**src/rtl/cab_fifo.sv**
```systemverilog
// ----------------------------------------------------------------------------
// cab_fifo
// small register queue with occupancy count
// ----------------------------------------------------------------------------
`timescale 1ns / 1ps

module cab_fifo #(
  parameter int WIDTH = 8,
  parameter int DEPTH = 4
) (
  input  logic                       clk,
  input  logic                       rst_n,
  input  logic                       push,
  input  logic [WIDTH-1:0]           push_data,
  input  logic                       pop,
  output logic [WIDTH-1:0]           pop_data,
  output logic                       full,
  output logic                       empty,
  output logic [$clog2(DEPTH+1)-1:0] count
);

  localparam int PTR_W = (DEPTH > 1) ? $clog2(DEPTH) : 1;
  localparam int CNT_W = $clog2(DEPTH + 1);

  logic [WIDTH-1:0] mem_r [DEPTH];
  logic [PTR_W-1:0] wr_ptr_r, wr_ptr_nxt;
  logic [PTR_W-1:0] rd_ptr_r, rd_ptr_nxt;
  logic [CNT_W-1:0] count_r, count_nxt;
  logic             do_push, do_pop;

  assign full    = (count_r == CNT_W'(DEPTH));
  assign empty   = (count_r == '0);
  assign count   = count_r;
  assign do_push = push && !full;
  assign do_pop  = pop && !empty;
  assign pop_data = mem_r[rd_ptr_r];

  always_comb begin
    wr_ptr_nxt = wr_ptr_r;
    rd_ptr_nxt = rd_ptr_r;
    count_nxt  = count_r;
    if (do_push) begin
      wr_ptr_nxt = (wr_ptr_r == PTR_W'(DEPTH - 1)) ? '0 : wr_ptr_r + 1'b1;
    end
    if (do_pop) begin
      rd_ptr_nxt = (rd_ptr_r == PTR_W'(DEPTH - 1)) ? '0 : rd_ptr_r + 1'b1;
    end
    if (do_push && !do_pop) begin
      count_nxt = count_r + 1'b1;
    end else if (do_pop && !do_push) begin
      count_nxt = count_r - 1'b1;
    end
  end

  always_ff @(posedge clk) begin
    if (!rst_n) begin
      wr_ptr_r <= '0;
      rd_ptr_r <= '0;
      count_r  <= '0;
    end else begin
      wr_ptr_r <= wr_ptr_nxt;
      rd_ptr_r <= rd_ptr_nxt;
      count_r  <= count_nxt;
    end
  end

  always_ff @(posedge clk) begin
    if (do_push) begin
      mem_r[wr_ptr_r] <= push_data;
    end
  end

endmodule

```
**config.mk**
```make
export PLATFORM = sky130hd
export DESIGN_NAME = cab_fifo
export DESIGN_NICKNAME = d
export VERILOG_FILES = /design/src/rtl/cab_fifo.sv
export SDC_FILE = /design/constraint.sdc
export NUM_CORES = 1
export LEC_CHECK = 0
export ABC_CLOCK_PERIOD_IN_PS = 2500
export BUFFER_PORTS_ARGS = -buffer_cell sky130_fd_sc_hd__buf_2
export CORE_MARGIN = 5
export CORE_UTILIZATION = 40
export DETAILED_ROUTE_END_ITERATION = 8
export GPL_TIMING_DRIVEN = 0
export PLACE_DENSITY_LB_ADDON = 0.1
export SYNTH_ARGS = -nofsm -noshare
export SYNTH_HDL_FRONTEND = slang
export SYNTH_SLANG_ARGS = --single-unit
```
**constraint.sdc**
```tcl
create_clock -name clk -period 2.5 [get_ports clk]
set_input_delay 0.125 -clock clk [delete_from_list [all_inputs] [get_ports clk]]
set_output_delay 0.125 -clock clk [all_outputs]
set_load 0.1 [all_outputs]
```
# After elaboration in Yosys (flattened, before gate mapping)
# Memory sizes are Yosys's and may differ from the RTL's. A register that Yosys moved wholly into a read port is not among the register bits.
# Index checks and enable logic that the tools add are counted.
# word_totals
ff_bits	7
inputBits	12
ramBits	32
mem_count	1
# mem_list
memory	depth	word_bits	read_ports	rd_clocked_by_memory_dff	write_ports	line	rtl
mem_r	4	8	1	1	1	25	logic [WIDTH-1:0] mem_r [DEPTH];
# classes
eq_ne	3
mux	8
n_addsub	4
n_reduce_logical	10
# ops
operator	count
$mux 2	4
$mux 3	2
$add 2x1->2 const B	2
$eq 2x2->1 const B	2
$logic_and 1x1->1	4
$logic_not 1->1	4
$add 3x1->3 const B	1
$eq 3x3->1 const B	1
$logic_not 3->1	1
$sub 3x1->3 const B	1
$mux 1	2
$reduce_bool 2->1	1

# Longest topological paths before layout
# depth
depth_word	7
depth_mapped	9
depth_no_buf	8

# Least setup slack after synthesis
# No wires, ideal clock.
# synth_timing
path_kind	register -> register
startpoint	register count_r[2] (netlist: count[2])
endpoint	register count_r[2] (netlist: count[2])
path_slack_ps	-1172
path_stages_with_launch	10
arrival_time_ps	3596
setup_ps	76
cell_sequence	dfxtp_1 > nor3b_2 > nor2b_1 > buf_2 > ha_1 > inv_1 > fa_1 > xor2_1 > or3_1 > a21boi_0
# synth_between
elab_chain_cells	6
elab_cells_between_ends	15
classes_between	add/sub: 2; eq/ne: 1; mux: 2; reduce/logical: 10
# synth_rtl
element	line	rtl
start: declaration	28	logic [CNT_W-1:0] count_r, count_nxt;
start signal: assignment	63	count_r <= count_nxt;
$eq 3x3->1 (*)	31	assign full = (count_r == CNT_W'(DEPTH));
net full	17	output logic full,
$logic_not 1->1 (*)	34	assign do_push = push && !full;
$logic_and 1x1->1 (*)	34	
net do_push	29	logic do_push, do_pop;
$logic_not 1->1	50	end else if (do_pop && !do_push) begin
$logic_and 1x1->1	50	
$reduce_bool 2->1 (no source line)	n/a	
# The timed path passes the listed nets; every way through them passes the cells marked *. The select of a mux whose other input is x is not followed.
# A chain may end at the register's enable or synchronous reset.

# Worst setup path after layout
# layout_timing
startpoint	register count_r[1] (netlist: count[1])
endpoint	register count_r[2] (netlist: count[2])
# layout_between
elab_chain_cells	6
elab_cells_between_ends	15
classes_between	add/sub: 2; eq/ne: 1; mux: 2; reduce/logical: 10
# layout_rtl
element
parallel branches: the longest is 6 deep, another holds $sub 3x1->3
# Parallel ways; which one is timed is not known. The select of a mux whose other input is x is not followed.

==> results by group <==
STA
  • Min cycle time layout: 2.17 ns
  • Upper clock frequency limit: 461 MHz
  • Clock skew: 0.00433 ns
  • Tightest Pin Transition: between 0.5 and 0.6 ns
  • Max-slew violations: 0
  • Final period utilization: 86.8%
  • Max-slew headroom: about two thirds
  • PnR worst setup slack: 0.330 ns
  • RSZ-0062 raised after global routing: no
  • Final setup viols: 0
  • Hold Violations, Final: 0

Yosys
  • Mapped Avg Cell Area: 17.5 sq um
  • #FFs+latches synth: between 40 and 50
  • Ranking of synthesized cells by area: edfxtp_1, dfxtp_1, mux4_2
  • Post-synth EDFFs: 32
  • Syn nets: 112
  • Yosys cell types: 23
  • Largest area contributor in the netlist: edfxtp_1
  • Post-Syn Instances: slightly above 90
  • Yosys top cell area share: 58.9%
  • Post-synthesis sequential area ratio: roughly 70%
  • Mapped Area: 0.00163 sq mm
  • Top FF cell, synth: edfxtp_1
  • Fraction of registers with async set or reset after synthesis: 0%
  • Total number of yosys warnings: 0

Hold path
  • HP Class: in -> reg

Floorplan
  • # IOs: 25
  • Core footprint: approximately 0.004 sq mm
  • Width of the die: approximately 74 um
  • Die area: about 0.0055 sq mm
  • Die height: ~74 um
  • Initial Utilization: approximately two fifths
  • Row count: 23

CTS
  • CTS Buffer Depth: 2
  • Clock tree root driver cell: clkbuf_8
  • Hold buffers post-CTS: 0
  • CTS tree: done
  • CTS sink count: 41
  • Post-CTS Setup Bufs: 0
  • H-tree levels: 2
  • CTS clk-pin slew, worst paths: roughly 0.07 ns
  • Number of CTS-inserted buffers: 5
  • Worst-skew pair later-pin latency: 0.28 ns

Setup path
  • Crit path cell chain: o31ai_2, ha_4, inv_2, fa_1, xor2_1, or3_1, a21boi_0
  • Endpoint class of the critical path: flip-flop
  • CP startpoint kind: flip-flop
  • Slowest cell on crit path: o31ai_2
  • Delay-heaviest family, CP: compound AO/OA/AOI/OAI gates
  • CP Max Fanout: 6
  • Crit path kind: reg -> reg
  • Critical Path AT: 2.38 ns
  • Worst path required time: ~2.7 ns
  • Worst path max stage delay: about 0.48 ns
  • Worst Path Buf+Inv: 1

Cells and area
  • Synth-to-Final Area Change: 18.4%
  • Final #Nets: roughly 140
  • Ant diodes: 0
  • Share of cells above drive strength 1: a little under two fifths

Global route
  • First-pass GRT wire length: roughly 4300 um
  • GRT Util Overall: between 10% and 20%
  • Vias in the first global route: 898
  • GRT met2 Usage: 18.3%
  • Overflow after GRT: 0
  • GR Util met3: approximately 5.7%
  • Largest net degree at the start of global routing: 12
  • Met1 Resource Use GR: around 12%
  • Most Used Layer, Global Route: met2
  • Antenna violations before repair: 0

Drt
  • Wire length per cell: roughly 15 um
  • Vias per cell: 4.82
  • Vias: 843
  • Routed Antenna Nets: 0
  • Drt drc: 0
  • First-pass DRT Iterations: 4
  • Starting DRT DRC Count: 33
  • WL final: 2610 um

Placement
  • Routability cong.: ~0.75
  • Hpwl dp: about 1900 um
  • # port buffers: 24
  • Pre-CTS setup slack: between 0.1 and 0.15 ns

Status
  • Outcome: complete, no violations

Run
  • Max-cap violations: 0
==> worst paths after layout <==
check,startpoint,to,slack [ns],depth (start not counted)
hold / removal,push_data[1],mem_r[2][1],0.05,1
hold reg to reg,wr_ptr_r[1],wr_ptr_r[1],0.51,2
setup / recovery,count[1],count[2],0.33,7
setup reg to reg,count[1],count[2],0.33,7
==> Yosys cell counts, types with 2 or more instances <==
cell type,instances
dfxtp_1,9
nor2_1,2
nand3_1,2
nand2_1,6
o21ai_0,3
ha_1,6
edfxtp_1,32
inv_1,3
mux4_2,8
mux2i_1,3
and2_1,5
nor2b_1,2
buf_2,2
==> cell families (layout without fill, tap and decap cells) <==
group	count (synthesis)	after routing	synth area share [%]
flops	41	41	70.0
simple gates	20	20	6.60
mux	11	11	12.9
fa+ha+maj	7	7	5.83
buf+inv	7	39	1.76
compound gates	5	5	1.84
xor+xnor	2	2	1.07
==> metal layers <==
metal,wire (um),share of wire (%)
met1,1050,40
met2,1340,51
met3,172,6.6
met4,42,1.6
met5,0,0
==> worst reg2reg max path, cell delays in order, from the launching register on <==
cell	delay, ns
dfxtp_2	0.38
o31ai_2	0.48
ha_4	0.22
inv_2	0.04
fa_1	0.36
xor2_1	0.16
or3_1	0.30
a21boi_0	0.16
==> final cells by class <==
| cell class | count | area [sq um] |
|---|---|---|
| inverters | 3 | 11.3 |
| repair buffers | 24 | 120 |
| clock buffers | 8 | 80.1 |
| multi-input cells | 45 | 489 |
| plain buffers | 4 | 20.0 |
| flip-flops and latches | 41 | 1150 |
| fillers | 347 | 2040 |
| well taps | 50 | 62.6 |
==> state kept, by name (all words and copies together) (netlist names), named ones only <==
register,flops
mem_r,32
count,3
rd_ptr_r,2
wr_ptr_r,2
==> stage by stage <==
stage | TNS, ns | hold slack [ns] | utilization, % | area (sq um) | instances
after global routing | 0 | 0.0294 | 48.6 | 1930 | 175
after CTS | 0 | 0.0437 | 48.5 | 1930 | 175
after floorplan | -0.332 | 0.224 | - | 1660 | 93
after global placement | 0 | 0.341 | 46.5 | 1850 | 167
final | 0 | 0.0537 | 48.6 | 1930 | 175
after detailed placement | 0 | 0.345 | 46.5 | 1850 | 167
==> layout by cell type (no fill, tap or decap), drive strengths merged <==
master and n:
edfxtp 32, buf 27, dfxtp 9, clkbuf 9, mux4 8, nand2 6
ha 6, and2 5, mux2i 3, o21ai 3, inv 3, nor2b 2
nor2 2, nand3 2, nor3b 1, nor3 1, o31ai 1, xnor2 1
xor2 1, or3 1, a21boi 1, fa 1
==> repair_timing <==
item                                   in CTS  in global routing
endpoints found under the hold margin       0                  0
gates resized for setup                     0                  1
setup endpoints to repair                   0                  1
Power is not shown: default switching activity piles up to over one toggle a cycle in this logic, so the estimate is an artifact.
