**config.mk**
```make
export PLATFORM = sky130hd
export DESIGN_NAME = cab_front
export DESIGN_NICKNAME = d
export VERILOG_FILES = /design/src/rtl/cab_pkg.sv /design/src/rtl/cab_front.sv
export SDC_FILE = /design/constraint.sdc
export NUM_CORES = 1
export LEC_CHECK = 0
export BUFFER_PORTS_ARGS = -buffer_cell sky130_fd_sc_hd__buf_2
export CAP_MARGIN = 10
export CORE_UTILIZATION = 63
export DETAILED_ROUTE_END_ITERATION = 8
export PLACE_DENSITY = 0.95
export SYNTH_ARGS = -nofsm -noshare
export SYNTH_HDL_FRONTEND = slang
export SYNTH_SLANG_ARGS = --single-unit
```
**constraint.sdc**
```tcl
create_clock -name clk -period 34.1 [get_ports clk]
set_input_delay 6.82 -clock clk [delete_from_list [all_inputs] [get_ports clk]]
set_output_delay 6.82 -clock clk [all_outputs]
set_load 0.02 [all_outputs]
```
**src/rtl/cab_pkg.sv**
```systemverilog
// ----------------------------------------------------------------------------
// cab_pkg
// types and constants shared by the sprite blitter modules
// ----------------------------------------------------------------------------
`timescale 1ns / 1ps

package cab_pkg;

  localparam int CANVAS_ADDR_W = 16;
  localparam int CANVAS_DEPTH  = 65536;
  localparam int RGBA_W        = 32;
  localparam int DIM_W         = 9;
  localparam int ORIGIN_W      = 11;
  localparam int KIND_W        = 2;
  localparam int CFG_IDX_W     = 3;
  localparam int CFG_DATA_W    = 11;
  localparam int SUM_W         = 16;

  localparam int CMD_DEPTH     = 4;
  localparam int RES_DEPTH     = 4;
  localparam int RES_CNT_W     = $clog2(RES_DEPTH + 1);

  localparam logic [7:0] ALPHA_OPAQUE = 8'hFF;

  // input kinds
  localparam logic [KIND_W-1:0] KIND_PIXEL = 2'd0;
  localparam logic [KIND_W-1:0] KIND_READ  = 2'd1;
  localparam logic [KIND_W-1:0] KIND_WRITE = 2'd2;

  // configuration register indexes
  localparam logic [CFG_IDX_W-1:0] CFG_CANVAS_WIDTH  = 3'd0;
  localparam logic [CFG_IDX_W-1:0] CFG_CANVAS_HEIGHT = 3'd1;
  localparam logic [CFG_IDX_W-1:0] CFG_SPRITE_WIDTH  = 3'd2;
  localparam logic [CFG_IDX_W-1:0] CFG_SPRITE_HEIGHT = 3'd3;
  localparam logic [CFG_IDX_W-1:0] CFG_ORIGIN_X      = 3'd4;
  localparam logic [CFG_IDX_W-1:0] CFG_ORIGIN_Y      = 3'd5;

  typedef enum logic [2:0] {
    OP_NONE  = 3'd0,
    OP_CLIP  = 3'd1,
    OP_STORE = 3'd2,
    OP_BLEND = 3'd3,
    OP_READ  = 3'd4
  } op_t;

  typedef struct packed {
    op_t                      op;
    logic [CANVAS_ADDR_W-1:0] addr;
    logic [RGBA_W-1:0]        data;
  } cmd_t;

  typedef struct packed {
    logic [CANVAS_ADDR_W-1:0] addr;
    logic [RGBA_W-1:0]        rgba;
    logic                     written;
    logic                     clipped;
  } res_t;

  // exact floor(x / 255) for x up to 65279, which covers every blend sum
  function automatic logic [7:0] div255(input logic [SUM_W-1:0] x);
    logic [SUM_W:0] t;
    t = {1'b0, x} + {9'd0, x[SUM_W-1:8]} + 17'd1;
    return t[15:8];
  endfunction

endpackage

```
**src/rtl/cab_front.sv**
```systemverilog
// ----------------------------------------------------------------------------
// cab_front
// config registers, raster counters, clipping and canvas address
// ----------------------------------------------------------------------------
`timescale 1ns / 1ps

module cab_front #(
  parameter int MAX_CANVAS_DIM   = 256,
  parameter int MAX_SPRITE_DIM   = 256,
  parameter int OPAQUE_THRESHOLD = 250
) (
  input  logic                              clk,
  input  logic                              rst_n,
  input  logic                              cfg_we,
  input  logic [cab_pkg::CFG_IDX_W-1:0]     cfg_index,
  input  logic [cab_pkg::CFG_DATA_W-1:0]    cfg_data,
  input  logic                              in_push,
  input  logic [cab_pkg::KIND_W-1:0]        in_kind,
  input  logic                              in_sprite_start,
  input  logic [cab_pkg::RGBA_W-1:0]        in_data_rgba,
  input  logic [cab_pkg::CANVAS_ADDR_W-1:0] in_canvas_address,
  input  logic                              cmd_full,
  output logic                              cmd_push,
  output cab_pkg::cmd_t                     cmd
);

  localparam int DW = cab_pkg::DIM_W;
  localparam int OW = cab_pkg::ORIGIN_W;

  logic [DW-1:0] cw_r, ch_r, sw_r, sh_r;
  logic [OW-1:0] ox_r, oy_r;
  logic [DW-1:0] col_r, col_nxt;
  logic [DW-1:0] row_r, row_nxt;

  logic [DW-1:0]     cw, ch, sw, sh;
  logic [DW-1:0]     col_base, row_base;
  logic [DW:0]       col_inc, row_inc;
  logic signed [OW:0] dx, dy;
  logic              clip;
  logic [2*DW-1:0]   addr_full;
  logic [7:0]        alpha;
  logic              accept;

  function automatic logic [DW-1:0] clamp_dim(input logic [DW-1:0] v,
                                              input logic [OW-1:0] maxv);
    logic [DW-1:0] r;
    if (v == '0) begin
      r = DW'(1);
    end else if ({2'b00, v} > maxv) begin
      r = maxv[DW-1:0];
    end else begin
      r = v;
    end
    return r;
  endfunction

  assign cw = clamp_dim(cw_r, OW'(MAX_CANVAS_DIM));
  assign ch = clamp_dim(ch_r, OW'(MAX_CANVAS_DIM));
  assign sw = clamp_dim(sw_r, OW'(MAX_SPRITE_DIM));
  assign sh = clamp_dim(sh_r, OW'(MAX_SPRITE_DIM));

  assign accept   = in_push && !cmd_full;
  assign cmd_push = accept;
  assign alpha    = in_data_rgba[31:24];

  assign col_base = in_sprite_start ? '0 : col_r;
  assign row_base = in_sprite_start ? '0 : row_r;

  assign dx = $signed({ox_r[OW-1], ox_r}) + $signed({3'b000, col_base});
  assign dy = $signed({oy_r[OW-1], oy_r}) + $signed({3'b000, row_base});

  assign clip = dx[OW] || dy[OW] ||
                (dx[OW-1:0] >= {2'b00, cw}) || (dy[OW-1:0] >= {2'b00, ch});

  // only meaningful on canvas, where both offsets fit the dimension width
  assign addr_full = (2*DW)'(dy[DW-1:0]) * (2*DW)'(cw) + (2*DW)'(dx[DW-1:0]);

  // raster advance
  always_comb begin
    col_inc = {1'b0, col_base} + 1'b1;
    row_inc = {1'b0, row_base} + 1'b1;
    if (col_inc >= {1'b0, sw}) begin
      col_nxt = '0;
      row_nxt = (row_inc >= {1'b0, sh}) ? '0 : row_inc[DW-1:0];
    end else begin
      col_nxt = col_inc[DW-1:0];
      row_nxt = row_base;
    end
  end

  always_comb begin
    cmd.op   = cab_pkg::OP_NONE;
    cmd.addr = '0;
    cmd.data = '0;
    case (in_kind)
      cab_pkg::KIND_PIXEL: begin
        if (clip) begin
          cmd.op = cab_pkg::OP_CLIP;
        end else if (alpha != 8'd0) begin
          cmd.addr = addr_full[cab_pkg::CANVAS_ADDR_W-1:0];
          if (alpha >= 8'(OPAQUE_THRESHOLD)) begin
            cmd.op   = cab_pkg::OP_STORE;
            cmd.data = {cab_pkg::ALPHA_OPAQUE, in_data_rgba[23:0]};
          end else begin
            cmd.op   = cab_pkg::OP_BLEND;
            cmd.data = in_data_rgba;
          end
        end
      end
      cab_pkg::KIND_READ: begin
        cmd.op   = cab_pkg::OP_READ;
        cmd.addr = in_canvas_address;
      end
      cab_pkg::KIND_WRITE: begin
        cmd.op   = cab_pkg::OP_STORE;
        cmd.addr = in_canvas_address;
        cmd.data = in_data_rgba;
      end
      default: begin
        cmd.op = cab_pkg::OP_NONE;
      end
    endcase
  end

  always_ff @(posedge clk) begin
    if (!rst_n) begin
      cw_r  <= DW'(256);
      ch_r  <= DW'(256);
      sw_r  <= DW'(1);
      sh_r  <= DW'(1);
      ox_r  <= '0;
      oy_r  <= '0;
      col_r <= '0;
      row_r <= '0;
    end else begin
      if (cfg_we) begin
        case (cfg_index)
          cab_pkg::CFG_CANVAS_WIDTH:  cw_r <= cfg_data[DW-1:0];
          cab_pkg::CFG_CANVAS_HEIGHT: ch_r <= cfg_data[DW-1:0];
          cab_pkg::CFG_SPRITE_WIDTH:  sw_r <= cfg_data[DW-1:0];
          cab_pkg::CFG_SPRITE_HEIGHT: sh_r <= cfg_data[DW-1:0];
          cab_pkg::CFG_ORIGIN_X:      ox_r <= cfg_data;
          cab_pkg::CFG_ORIGIN_Y:      oy_r <= cfg_data;
          default: begin
          end
        endcase
      end
      if (accept && (in_kind == cab_pkg::KIND_PIXEL)) begin
        col_r <= col_nxt;
        row_r <= row_nxt;
      end
    end
  end

endmodule

```
== After elaboration in Yosys (flattened, before gate mapping) ==
Index checks and enable logic that the tools add are counted.

* $add $sub $neg: 5
* Multipliers: 1
* Divide/modulo/power cells: 0
* Order comparisons: 9
* Eq/ne operators: 7
* Shift-type cells: 0
* Mux-type cells: 21
* Bitwise gates (word level): 0
* Reduce and logical (&&, ||, !) cells: 20

{| class="wikitable"
|+ Operator list
! cell !! number
|-
| 2-to-1 mux 9 bit || 13
|-
| case mux 32 bit (2 select lines) || 1
|-
| 2-to-1 mux 51 bit || 1
|-
| 2-to-1 mux 48 bit || 1
|-
| > comparator 9 bit, second input constant || 4
|-
| zero test 9 bit || 4
|-
| 2-to-1 mux 32 bit || 1
|-
| case mux 16 bit (2 select lines) || 1
|-
| adder 11 x 10 -> 12 bit || 2
|-
| >= comparator 11 x 9 -> 1 bit || 2
|-
| adder 9 x 1 -> 10 bit, second input constant || 2
|-
| >= comparator 10 x 9 -> 1 bit || 2
|-
| adder 16 x 9 -> 16 bit || 1
|-
| multiplier 9 x 9 -> 16 bit || 1
|-
| AND reduction 2 bit || 6
|-
| case mux 3 bit (3 select lines) || 1
|-
| >= comparator 8 bit, second input constant || 1
|-
| nonzero test 8 bit || 1
|-
| == test 3 x 2 -> 1 bit, second input constant || 2
|-
| == test 3 bit, second input constant || 2
|-
| == test 3 x 1 -> 1 bit, second input constant || 1
|-
| zero test 3 bit || 1
|-
| logical OR 1 bit || 3
|-
| 2-to-1 mux 3 bit || 1
|-
| other kinds (7) || 8
|}

* Flip-flop bits (word level): 76
* Latch bits: 0
* RAM bits: 0
* ROM bits: 0
* Bits of input ports: 70
* Logic and storage cells: 71
* Memories kept: 0

== Depth between registers and ports, before layout ==
Gate-level depths: netlist (run 1).

* Depth after elaboration: 8
* Mapped depth: 32
* Gate-level depth less buffers: 29

== Least setup slack after synthesis (run 1) ==
Ideal clock, no wire load.

* Path type: input port to output port
* From: input port in_sprite_start
* To: output port cmd[47] (netlist name)
* Arrival: 14,049 ps
* Data required time: 27,280 ps
* Slack: 13,231 ps
* Cell stages on the path: 28
* Buffers on the path: 3
* Cell sequence: buf_2 -> clkbuf_1 -> clkbuf_1 -> nor2b_1 -> ha_1 -> a311o_1 -> a221oi_2 -> a211oi_1 -> a21o_1 -> a21o_1 -> xnor2_1 -> inv_1 -> nand2_1 -> fa_1 -> fa_1 -> inv_1 -> fa_1 -> inv_1 -> fa_1 -> inv_1 -> fa_1 -> ha_1 -> a21o_1 -> o41a_1 -> a41o_1 -> o41ai_1 -> xnor3_1 -> o31ai_2

{| class="wikitable"
|+ RTL lines
! element !! RTL line !! text
|-
| start, declared || cab_front.sv:19 || <nowiki>input logic in_sprite_start,</nowiki>
|-
| end, declared || cab_front.sv:24 || <nowiki>output cab_pkg::cmd_t cmd</nowiki>
|}

==> qor.txt, run 1 <==
Root Buffer -> clkbuf_16
Fmax -> 47.1 MHz
Starting Density -> 64.5%
Least-Margin Pin Slew -> 1.09 ns
CTS clk-pin slew, worst paths -> 0.06 ns
ANT cells -> 0
Fill count -> 982
TritonCTS Buffers -> 9
Core area -> 13,200 µm²
Final worst-path cycle share -> 62.3%
Seq cells post-synth -> 76
Leading cell type in the layout, fill and taps excluded -> nand2_1
Latest clock arrival within the worst-skew pair -> 0.34 ns
RSZ-0062 raised after global routing -> false
Post-Layout Inst Area -> 9480 µm²
Status -> completed
Row count -> 42
Hold Fails Final Rpt -> 0
Chip width -> 118 µm
Synth Instances -> 1,075
Pre-CTS setup slack -> 12.90 ns
Synth area leader -> dfxtp_1
Yosys cell types -> 70
Ys async rst share -> 0%
CTS tree -> yes
Hold Slack -> 0.482 ns
Commonest cells after routing, fill and taps aside -> 208 x nand2_1, 121 x buf_2, 102 x ha_1
Initial antenna violation count -> 0
Starting DRC count in detailed routing -> 835
First-pass DRT Iterations -> 5
Total negative slack -> 0 ns
Worst-path maximum fanout -> 30
Die Height -> 118 µm
Layout cells sized above 1 -> 14.2%
Post-synth top area share -> 17.8%
Hold Crit Class -> reg -> reg
Slew HR -> 26.5%
PnR worst setup slack -> 12.85 ns
DRC viols -> 0
Port buffer count -> 121
Inst Count DP -> 1,334
Worst Setup End Kind -> output port
WP data required -> 27.28 ns
Synth Cell Area -> 8540 µm²
YS warnings -> 0
Final cell count without fillers -> 1,349
Max Slew Vio Count -> 0
Setup bufs post-CTS -> 0
Synth-to-Final Area Change -> 11.0%
I/O Pins -> 122
Final setup fails -> 0
Worst Skew -> 0.00366 ns
Gpl congestion -> 0.945
Multi-input gate area -> 6500 µm²
CP arrival -> 14.43 ns
DR vias -> 8,095
Register area share after synthesis -> 17.8%
Final ANT Viol Nets -> 0
VDD IR max -> 41.9 µV
Global-route wire length before repair -> 37,000 µm
Final design utilization -> 71.6%
Avg WL per Cell -> 17.1 µm
Vias in the first global route -> 7,643
Hold buffers post-CTS -> 0
Total gr overflow -> 0
GRT Overall Usage -> 33.2%
Die ar. -> 14,000 µm²
Synthesized Nets -> 1,302
Startpoint Class -> primary input
Drt total wl -> 23,100 µm
Kind of critical path -> in -> out
FF/Latch Area -> 1520 µm²
Max Buffers Root-to-Sink -> 2
Via density -> 6.00
Pwr per Cell Area -> 24.8 nW/µm²
Syn avg cell area -> 7.94 µm²
Nets -> 1,396
Largest cells by area after synthesis -> dfxtp_1 18%, ha_1 15%, fa_1 13%
Max-cap viol count -> 0
Total power -> 0.235 mW
Post-synth EDFFs -> 0
Post_cts resized -> 0
Clock sinks -> 76
Crit path time final -> 21.25 ns
DPL Wire Length -> 18,100 µm
Post-DP Area -> 9180 µm²
Largest net degree at the start of global routing -> 77
Main synth FF type -> dfxtp_1
H-Tree Depth -> 3
Leakage -> 4.46 nW
-- registers in the layout, summed over array words and instances, names as in the netlist --
register / count
oy_r: 11
col_r: 9
ch_r: 9
row_r: 9
cw_r: 9
sw_r: 9
sh_r: 9
ox_r: 11
-- critical path, cell delays in order --
cell,delay [ns]
buf_2,0.41
nor2b_1,0.19
ha_1,0.28
a311o_1,0.38
a221oi_2,0.17
a211oi_1,0.14
a21o_1,0.25
a21o_1,0.19
xnor2_1,0.46
inv_1,0.18
nand2_1,0.13
fa_1,0.45
fa_1,0.52
inv_1,0.05
fa_1,0.48
inv_1,0.06
fa_1,0.53
inv_1,0.05
fa_1,0.39
ha_1,0.34
a21o_1,0.22
o41a_1,0.35
a41o_1,0.26
o41ai_1,0.24
xnor3_1,0.50
o31ai_2,0.18
buf_2,0.19
-- logic make-up (layout without fill, tap and decap cells) --
logic type      after synthesis  after routing  share of synthesized area (%)
fa+ha+maj                   157            157                           27.8
compound gates              201            201                           17.4
mux                           5              5                          0.630
xor+xnor                     45             45                           4.78
flops                        76             76                           17.8
simple gates                464            464                           25.5
buf+inv                     127            225                           6.10
-- power breakdown --
| group | internal [mW] | switching [mW] | total [mW] |
|---|---|---|---|
| Clock | 0.0586 | 0.0377 | 0.0963 |
| Sequential | 0.0905 | 0.00192 | 0.0924 |
| Combinational | 0.0171 | 0.0293 | 0.0464 |
-- cells in the mapped netlist (14+ instances only) --
library cell,count
a21boi_0,64
a21o_1,14
a21oi_1,28
and2_1,21
clkbuf_1,27
dfxtp_1,76
fa_1,55
ha_1,102
inv_1,83
nand2_1,208
nand2b_1,15
nand3_1,30
nor2_1,74
nor2b_1,60
o21ai_0,17
xnor2_1,27
xor2_1,17
-- layout make-up --
type / instances / share of cell area (%)
sequential: 76 / 16.0
multi-input combinational: 872 / 68.5
tap: 176 / 2.32
clock buffer: 10 / 2.52
clock inverter: 5 / 0.633
timing repair buffer: 122 / 6.47
inverter: 88 / 3.48
-- final timing paths --
kind	startpoint	endpoint	slack [ns]	cells past startpoint
max	in_sprite_start	cmd[47]	12.85	27
min	sh_r[0]$_SDFFE_PN1P_	sh_r[0]$_SDFFE_PN1P_	0.48	2
max reg2reg	col_r[1]$_SDFFE_PN0P_	row_r[4]$_SDFFE_PN0P_	30.17	13
min reg2reg	sh_r[0]$_SDFFE_PN1P_	sh_r[0]$_SDFFE_PN1P_	0.48	2
-- per-layer routing --
layer | part of all wire [%] | routed length, µm | vias up | GRT usage, %
met2 | 48 | 11200 | 410 | 56.6
met4 | 3.4 | 784 | 0 | 15.6
li1 | - | - | 3814 | -
met1 | 40 | 9230 | 3810 | 40.8
met3 | 8.3 | 1910 | 61 | 5.74
met5 | 0 | 0 | - | 0
(Power assumes the default switching activity.)
==> run 2, diff against run 1 <==
CORE_UTILIZATION = 54   (was 63)
PLACE_DENSITY = 0.89   (was 0.95)
clock period = 17.9 ns   (was 34.1 ns; I/O delays follow)
==> run 2 against run 1 <==
Net effect: clock skew grew 0.0029 ns; final area up 0.95%; count of clock-buffer cells in the layout is 1 lower; largest power group unchanged; via count down 1.8%; first-iteration DRC count is 27% lower; wire length shrank 1.3%; die area up 16%; highest routed layer unchanged; total power rose by 100%; hold slack improved by 0.0013 ns; critical endpoint unchanged.
==> qor.txt, run 2 (same netlist as run 1, synthesis figures left out) <==
Leading cell type in the layout, fill and taps excluded -> nand2_1
Pre-CTS setup slack -> 3.22 ns (-9.68 ns)
Cells on worst reg2reg path -> 13 (unchanged)
Hold buffers post-CTS -> 0 (unchanged)
FF/Latch Area -> 1520 µm² (unchanged)
Starting DRC count in detailed routing -> 609 (-27%)
Worst-path maximum fanout -> 30 (unchanged)
Final worst-path cycle share -> 82.4%
Final setup fails -> 0 (unchanged)
Pwr per Cell Area -> 49.1 nW/µm² (+98%)
Crit path time final -> 14.74 ns
Avg WL per Cell -> 16.4 µm (-4.0%)
Crit Reg-Reg Endpoint -> row_r[4]$_SDFFE_PN0P_
Kind of critical path -> in -> out
CP most frequent cell -> fa_1
DPL Wire Length -> 17,800 µm (-1.5%)
Layout cells sized above 1 -> 14.5% (+0.22 points)
Gpl congestion -> 0.939 (-0.70%)
Initial antenna violation count -> 0 (unchanged)
Total negative slack -> 0 ns (unchanged)
Net Sw Power -> 0.140 mW (+100%)
I/O Pins -> 122 (unchanged)
R2R Path Start -> col_r[1]$_SDFFE_PN0P_
H-Tree Depth -> 3 (unchanged)
Port buffer count -> 121 (unchanged)
Fill count -> 1,314 (+34%)
DRC viols -> 0 (unchanged)
CP delay by family, top -> adder cells
Global-route wire length before repair -> 35,800 µm (-3.2%)
Hold Crit Class -> reg -> reg
Max Buffers Root-to-Sink -> 2 (unchanged)
Row count -> 45 (+7.1%)
Internal Power -> 0.330 mW (+98%)
Sequential Power Share -> 37.5% (-1.8 points)
Chip width -> 128 µm (+7.9%)
Biggest regs -> ox_r x11, oy_r x11
Hold Fails Final Rpt -> 0 (unchanged)
WP data required -> 14.32 ns (-12.96 ns)
Multi-input gate area -> 6500 µm² (unchanged)
CP arrival -> 11.16 ns (-3.27 ns)
Least-Margin Pin Slew -> 1.16 ns (+0.0673 ns)
Drt total wl -> 22,800 µm (-1.3%)
Largest net degree at the start of global routing -> 77 (unchanged)
Slew HR -> 22.0% (-4.5 points)
Worst Setup End Kind -> output port
CP Buf/Inv Count -> 6 (unchanged)
Worst path max stage delay -> 0.53 ns (about the same)
Core area -> 15,300 µm² (+16%)
Total gr overflow -> 0 (unchanged)
ANT cells -> 0 (unchanged)
Hold_sp -> ch_r[0]$_SDFFE_PN0P_
Clock sinks -> 76 (unchanged)
Post-DP Area -> 9240 µm² (+0.64%)
Post-Layout Inst Area -> 9570 µm² (+0.95%)
PnR worst setup slack -> 3.16 ns (-9.69 ns)
DR vias -> 7,946 (-1.8%)
Commonest cells after routing, fill and taps aside -> 208 x nand2_1, 121 x buf_2, 102 x ha_1
Reg2Reg Setup Slack -> 13.86 ns (-16.31 ns)
Via density -> 5.73 (-4.5%)
First-pass DRT Iterations -> 8 (+3)
CTS clk-pin slew, worst paths -> 0.06 ns (about the same)
CP max stage cell -> fa_1
Synth-to-Final Area Change -> 12.1%
Die ar. -> 16,300 µm² (+16%)
Setup bufs post-CTS -> 0 (unchanged)
Leakage -> 4.49 nW (+0.53%)
Nets -> 1,398 (+0.14%)
Post_cts resized -> 0 (unchanged)
CTS tree -> yes
TritonCTS Buffers -> 9 (unchanged)
Combinational Power Share -> 19.0% (-0.7 points)
Switching Fraction -> 29.7% (+0.44 points)
Final ANT Viol Nets -> 0 (unchanged)
Latest clock arrival within the worst-skew pair -> 0.34 ns (about the same)
Max Slew Vio Count -> 0 (unchanged)
Max-cap viol count -> 0 (unchanged)
Starting Density -> 55.8% (-8.7 points)
Startpoint Class -> primary input
Status -> completed
Hold path depth -> 2 (unchanged)
Die Height -> 128 µm (+7.9%)
Root Buffer -> clkbuf_16
Vias in the first global route -> 7,430 (-2.8%)
Fmax -> 67.8 MHz
RSZ-0062 raised after global routing -> false
VDD IR max -> 47.5 µV (+13%)
GRT Overall Usage -> 27.7% (-5.5 points)
Worst Skew -> 0.00658 ns (+0.00292 ns)
Clock power share -> 43.6% (+2.7 points)
Hold worst-path end -> ch_r[0]$_SDFFE_PN0P_
==> run 2: cell types whose count changed in the layout (fill, tap and decap cells not counted) <==
cell and delta:
buf_4 +2, bufinv_16 +1, clkbuf_8 -1, clkinv_2 -1, inv_6 +1, inv_8 +1
==> run 2: tightest hold or removal path, stage by stage (launching register included) <==
cell	delay [ns]
dfxtp_1	0.32
nand2_1	0.05
a21boi_0	0.06
==> run 2: worst max path at each step <==
stage | start | endpoint | slack (ns) | depth (start not counted)
after floorplan | in_sprite_start | cmd[47] | 3.51 | 28
after global placement | in_sprite_start | cmd[47] | 3.45 | 27
after detailed placement | in_sprite_start | cmd[47] | 3.22 | 27
after CTS | in_sprite_start | cmd[47] | 3.21 | 27
after global routing | in_sprite_start | cmd[47] | 2.74 | 26
final | in_sprite_start | cmd[47] | 3.16 | 27
==> run 2: layer usage <==
layer  track usage (%)  share of wire, %  vias to the layer above
met1              34.7                42                     3724
li1                  -                 -                     3812
met3              5.55               9.0                       52
met2              46.5                46                      358
met4              11.7               3.6                        0
met5                 0                 0                        -
==> run 2: power groups by stage <==
stage | Combinational (mW) | Sequential [mW] | Clock [mW]
2_1_floorplan | 0.0595 | 0.178 | 0
3_3_place_gp | 0.0859 | 0.179 | 0
3_5_place_dp | 0.0876 | 0.179 | 0
4_1_cts | 0.0882 | 0.176 | 0.206
5_1_grt | 0.0967 | 0.176 | 0.213
6_report | 0.0890 | 0.176 | 0.204
==> run 2: layout make-up <==
type                    count  area share [%]
inverters                  88            3.45
well taps                 211            2.76
clock inverters             7            1.10
repair buffers            124            6.56
multi-input cells         872            67.9
clock buffers               9            2.35
flip-flops and latches     76            15.9
==> run 2: stage by stage <==
step	hold WS [ns]	utilization (%)	power, mW	std cells
2_1_floorplan	0.436	-	0.237	1075
3_3_place_gp	0.450	60.3	0.265	1371
3_5_place_dp	0.474	60.3	0.267	1371
4_1_cts	0.484	62.5	0.469	1387
5_1_grt	0.496	62.5	0.486	1387
6_report	0.484	62.5	0.469	1387
==> run 3, diff against run 2 <==
ABC_AREA = 1   (was unset)
CORE_UTILIZATION = 60   (was 54)
PLACE_DENSITY = 0.93   (was 0.89)
clock period = 13.7 ns   (was 17.9 ns; I/O delays follow)
==> run 3 against run 2 <==
Net effect: largest power group unchanged; critical path depth up 9; synthesized cell count rose by 16%; final cell count up 11%; sequential share of layout area down 0.066 points; wire length is 1.7% higher; sequential power up 32%; count of clock-buffer cells in the layout up 3; largest cell class unchanged; core utilization is 6.7 points higher; clock power is 46% higher; sequential cell count unchanged.
==> qor.txt, run 3 <==
Most frequent cell after synthesis -> nand2_1
Avg WL per Cell -> 15.1 µm (-8.3%)
Latest clock arrival within the worst-skew pair -> 0.34 ns (about the same)
Via density -> 5.65 (-1.4%)
Kind of critical path -> in -> out
Chip width -> 121 µm (-5.0%)
DPL Wire Length -> 17,700 µm (-0.74%)
Biggest regs -> ox_r x11, oy_r x11
Worst Skew -> 0.00585 ns (-0.000727 ns)
DR vias -> 8,691 (+9.4%)
First-pass DRT Iterations -> 6 (-2)
Global-route wire length before repair -> 37,800 µm (+5.6%)
Reg2Reg Setup Slack -> 10.29 ns (-3.57 ns)
Final cell count without fillers -> 1,538 (+11%)
CP arrival -> 9.39 ns (-1.77 ns)
Main combinational cell family by area after synthesis -> adder cells
Hold Fails Final Rpt -> 0 (unchanged)
Pwr per Cell Area -> 71.5 nW/µm² (+46%)
Starting DRC count in detailed routing -> 770 (+26%)
Hold Crit Class -> reg -> reg
Vias in the first global route -> 8,321 (+12%)
CP most frequent cell -> inv_1
Multi-input gate area -> 6150 µm² (-5.4%)
Final ANT Viol Nets -> 0 (unchanged)
Final setup fails -> 0 (unchanged)
Synth-to-Final Area Change -> 12.4%
Die Height -> 121 µm (-5.0%)
I/O Pins -> 122 (unchanged)
Nets -> 1,580 (+13%)
Synth area leader -> dfxtp_1
ANT cells -> 0 (unchanged)
Least-Margin Pin Slew -> 1.01 ns (-0.150 ns)
Layout cells sized above 1 -> 10.8% (-3.6 points)
Multiplexer share of the synthesized area -> 0.117% (-0.51 points)
Core area -> 13,900 µm² (-9.4%)
Crit path time final -> 12.13 ns
Post_cts resized -> 0 (unchanged)
H-Tree Depth -> 3 (unchanged)
Xor-xnor portion of the synthesized cell area -> 3.48% (-1.3 points)
Seq cells post-synth -> 76 (unchanged)
Post-synth top area share -> 17.8% (-0.029 points)
Max Buffers Root-to-Sink -> 2 (unchanged)
R2R Path Start -> col_r[0]$_SDFFE_PN0P_
Synth top cells by count -> 224 x nand2_1, 199 x nor2_1, 188 x inv_1
Largest cells by area after synthesis -> dfxtp_1 18%, ha_1 15%, fa_1 13%
Syn avg cell area -> 6.83 µm² (-14%)
TritonCTS Buffers -> 9 (unchanged)
Combinational Power Share -> 22.9% (+3.9 points)
RSZ-0062 raised after global routing -> false
Total negative slack -> 0 ns (unchanged)
Final design utilization -> 69.2% (+6.7 points)
Total gr overflow -> 0 (unchanged)
Starting Density -> 61.6% (+5.9 points)
Leakage -> 4.96 nW (+11%)
Synthesized Nets -> 1,479 (+14%)
Gpl congestion -> 0.940 (+0.15%)
DRC viols -> 0 (unchanged)
Cells on worst reg2reg path -> 23 (+10)
Inst Count DP -> 1,522 (+11%)
Net Sw Power -> 0.206 mW (+48%)
Clock sinks -> 76 (unchanged)
Synth Area in Simple Gates -> 25.5% (+0.061 points)
Hold buffers post-CTS -> 0 (unchanged)
Drt total wl -> 23,200 µm (+1.7%)
Ys async rst share -> 0% (unchanged)
WP data required -> 10.96 ns (-3.36 ns)
CTS tree -> yes
Synth Area in Adders -> 27.8% (-0.045 points)
Post-synth EDFFs -> 0 (unchanged)
Largest net degree at the start of global routing -> 68 (-12%)
Worst Setup End Kind -> output port
Initial antenna violation count -> 0 (unchanged)
Setup crit end -> cmd[45]
Synth Cell Area -> 8550 µm² (+0.16%)
Clock power share -> 43.3% (-0.3 points)
Crit Reg-Reg Endpoint -> row_r[0]$_SDFFE_PN0P_
FF/Latch Area -> 1520 µm² (unchanged)
VDD IR max -> 102 µV (+110%)
Register area share after synthesis -> 17.8% (-0.029 points)
YS warnings -> 0 (unchanged)
Commonest cells after routing, fill and taps aside -> 224 x nand2_1, 199 x nor2_1, 188 x inv_1
GRT Overall Usage -> 32.2% (+4.5 points)
Setup bufs post-CTS -> 0 (unchanged)
Internal Power -> 0.481 mW (+46%)
Root Buffer -> clkbuf_16
Status -> completed
Fill count -> 1,085 (-17%)
Die ar. -> 14,700 µm² (-9.7%)
Main synth FF type -> dfxtp_1
CTS clk-pin slew, worst paths -> 0.06 ns (about the same)
CP Launch Point -> in_sprite_start
Sequential Power Share -> 33.8% (-3.7 points)
Leading cell type in the layout, fill and taps excluded -> nand2_1
Slew HR -> 32.6% (+11 points)
Port buffer count -> 121 (unchanged)
Switching Fraction -> 30.0% (+0.28 points)
Max Slew Vio Count -> 0 (unchanged)
Fmax -> 82.5 MHz
Final worst-path cycle share -> 88.5%
Worst-path maximum fanout -> 15 (-50%)
Max-cap viol count -> 0 (unchanged)
Yosys cell types -> 43 (-39%)
Startpoint Class -> primary input
Row count -> 43 (-4.4%)
CP max stage cell -> fa_1
Synth Instances -> 1,252 (+16%)
Worst path max stage delay -> 0.53 ns (about the same)
Compound-gate portion of the synthesized area -> 15.0% (-2.4 points)
## run 3: changes by cell type after synthesis, sizes merged, moves of 12 or more
cell    previous run  this run
a21boi            64        28
a21o              14         2
a21oi             29        86
a22oi             18         0
and2              21         1
inv               84       190
nand2            208       225
nand2b            15         0
nand3             30        60
nor2              82       201
nor2b             60         0
o21ai             20        92
xnor2             27        10
## run 3: power groups by stage
stage | clock (mW) | combinational, mW | sequential (mW)
after floorplan | 0 | 0.109 | 0.236
after global placement | 0 | 0.150 | 0.237
after detailed placement | 0 | 0.154 | 0.237
after CTS | 0.295 | 0.155 | 0.232
after global routing | 0.304 | 0.176 | 0.233
final | 0.298 | 0.157 | 0.232
## run 3: cell type report
type                    count  area share, %
repair buffers            121           6.30
clock inverters             4           1.25
multi-input cells         947           63.9
well taps                 180           2.34
clock buffers              12           2.56
flip-flops and latches     76           15.8
inverters                 198           7.76
## run 3: how the worst min path moves through the flow
| stage | cells after the start | endpoint | startpoint |
|---|---|---|---|
| 6_report | 2 | col_r[7]$_SDFFE_PN0P_ | col_r[7]$_SDFFE_PN0P_ |
| 5_1_grt | 2 | col_r[0]$_SDFFE_PN0P_ | col_r[0]$_SDFFE_PN0P_ |
| 4_1_cts | 2 | col_r[6]$_SDFFE_PN0P_ | col_r[6]$_SDFFE_PN0P_ |
| 3_5_place_dp | 2 | col_r[6]$_SDFFE_PN0P_ | col_r[6]$_SDFFE_PN0P_ |
| 3_3_place_gp | 2 | col_r[6]$_SDFFE_PN0P_ | col_r[6]$_SDFFE_PN0P_ |
| 2_1_floorplan | 2 | ox_r[9]$_SDFFE_PN0P_ | ox_r[9]$_SDFFE_PN0P_ |
## run 3: kinds of logic after synthesis
family                     count (synthesis)
DFF                                       76
AOI/OAI and AO/OA                        231
muxes                                      1
and+or+nand+nor                          524
buffers and inverters                    229
xor gates and xnor gates                  34
adders and majority gates                157
## run 3: layer usage
metal,up-vias,share of wire (%),track usage (%)
li1,4232,-,-
met1,3942,39,37.8
met2,412,49,56.9
met3,105,7.1,3.29
met4,0,5.3,18.3
met5,-,0,0
## run 3: worst max-delay path: cells and delay by family
kind | cells | cell delay (ns)
AOI/OAI and AO/OA | 2 | 0.26
adders and majority gates | 8 | 3.26
buffers and inverters | 11 | 1.07
and+or+nand+nor | 13 | 1.49
xor gates and xnor gates | 2 | 0.56
## run 3: through the flow
step                total power [mW]  hold WS (ns)  instance area [µm²]  worst slack [ns]
finish                         0.688         0.469                 9610              1.57
global route                   0.712         0.489                 9610              1.07
CTS                            0.683         0.466                 9610              1.63
detailed placement             0.391         0.457                 9240              1.63
global placement               0.387         0.453                 9240              1.77
floorplan                      0.345         0.438                 8550              2.42
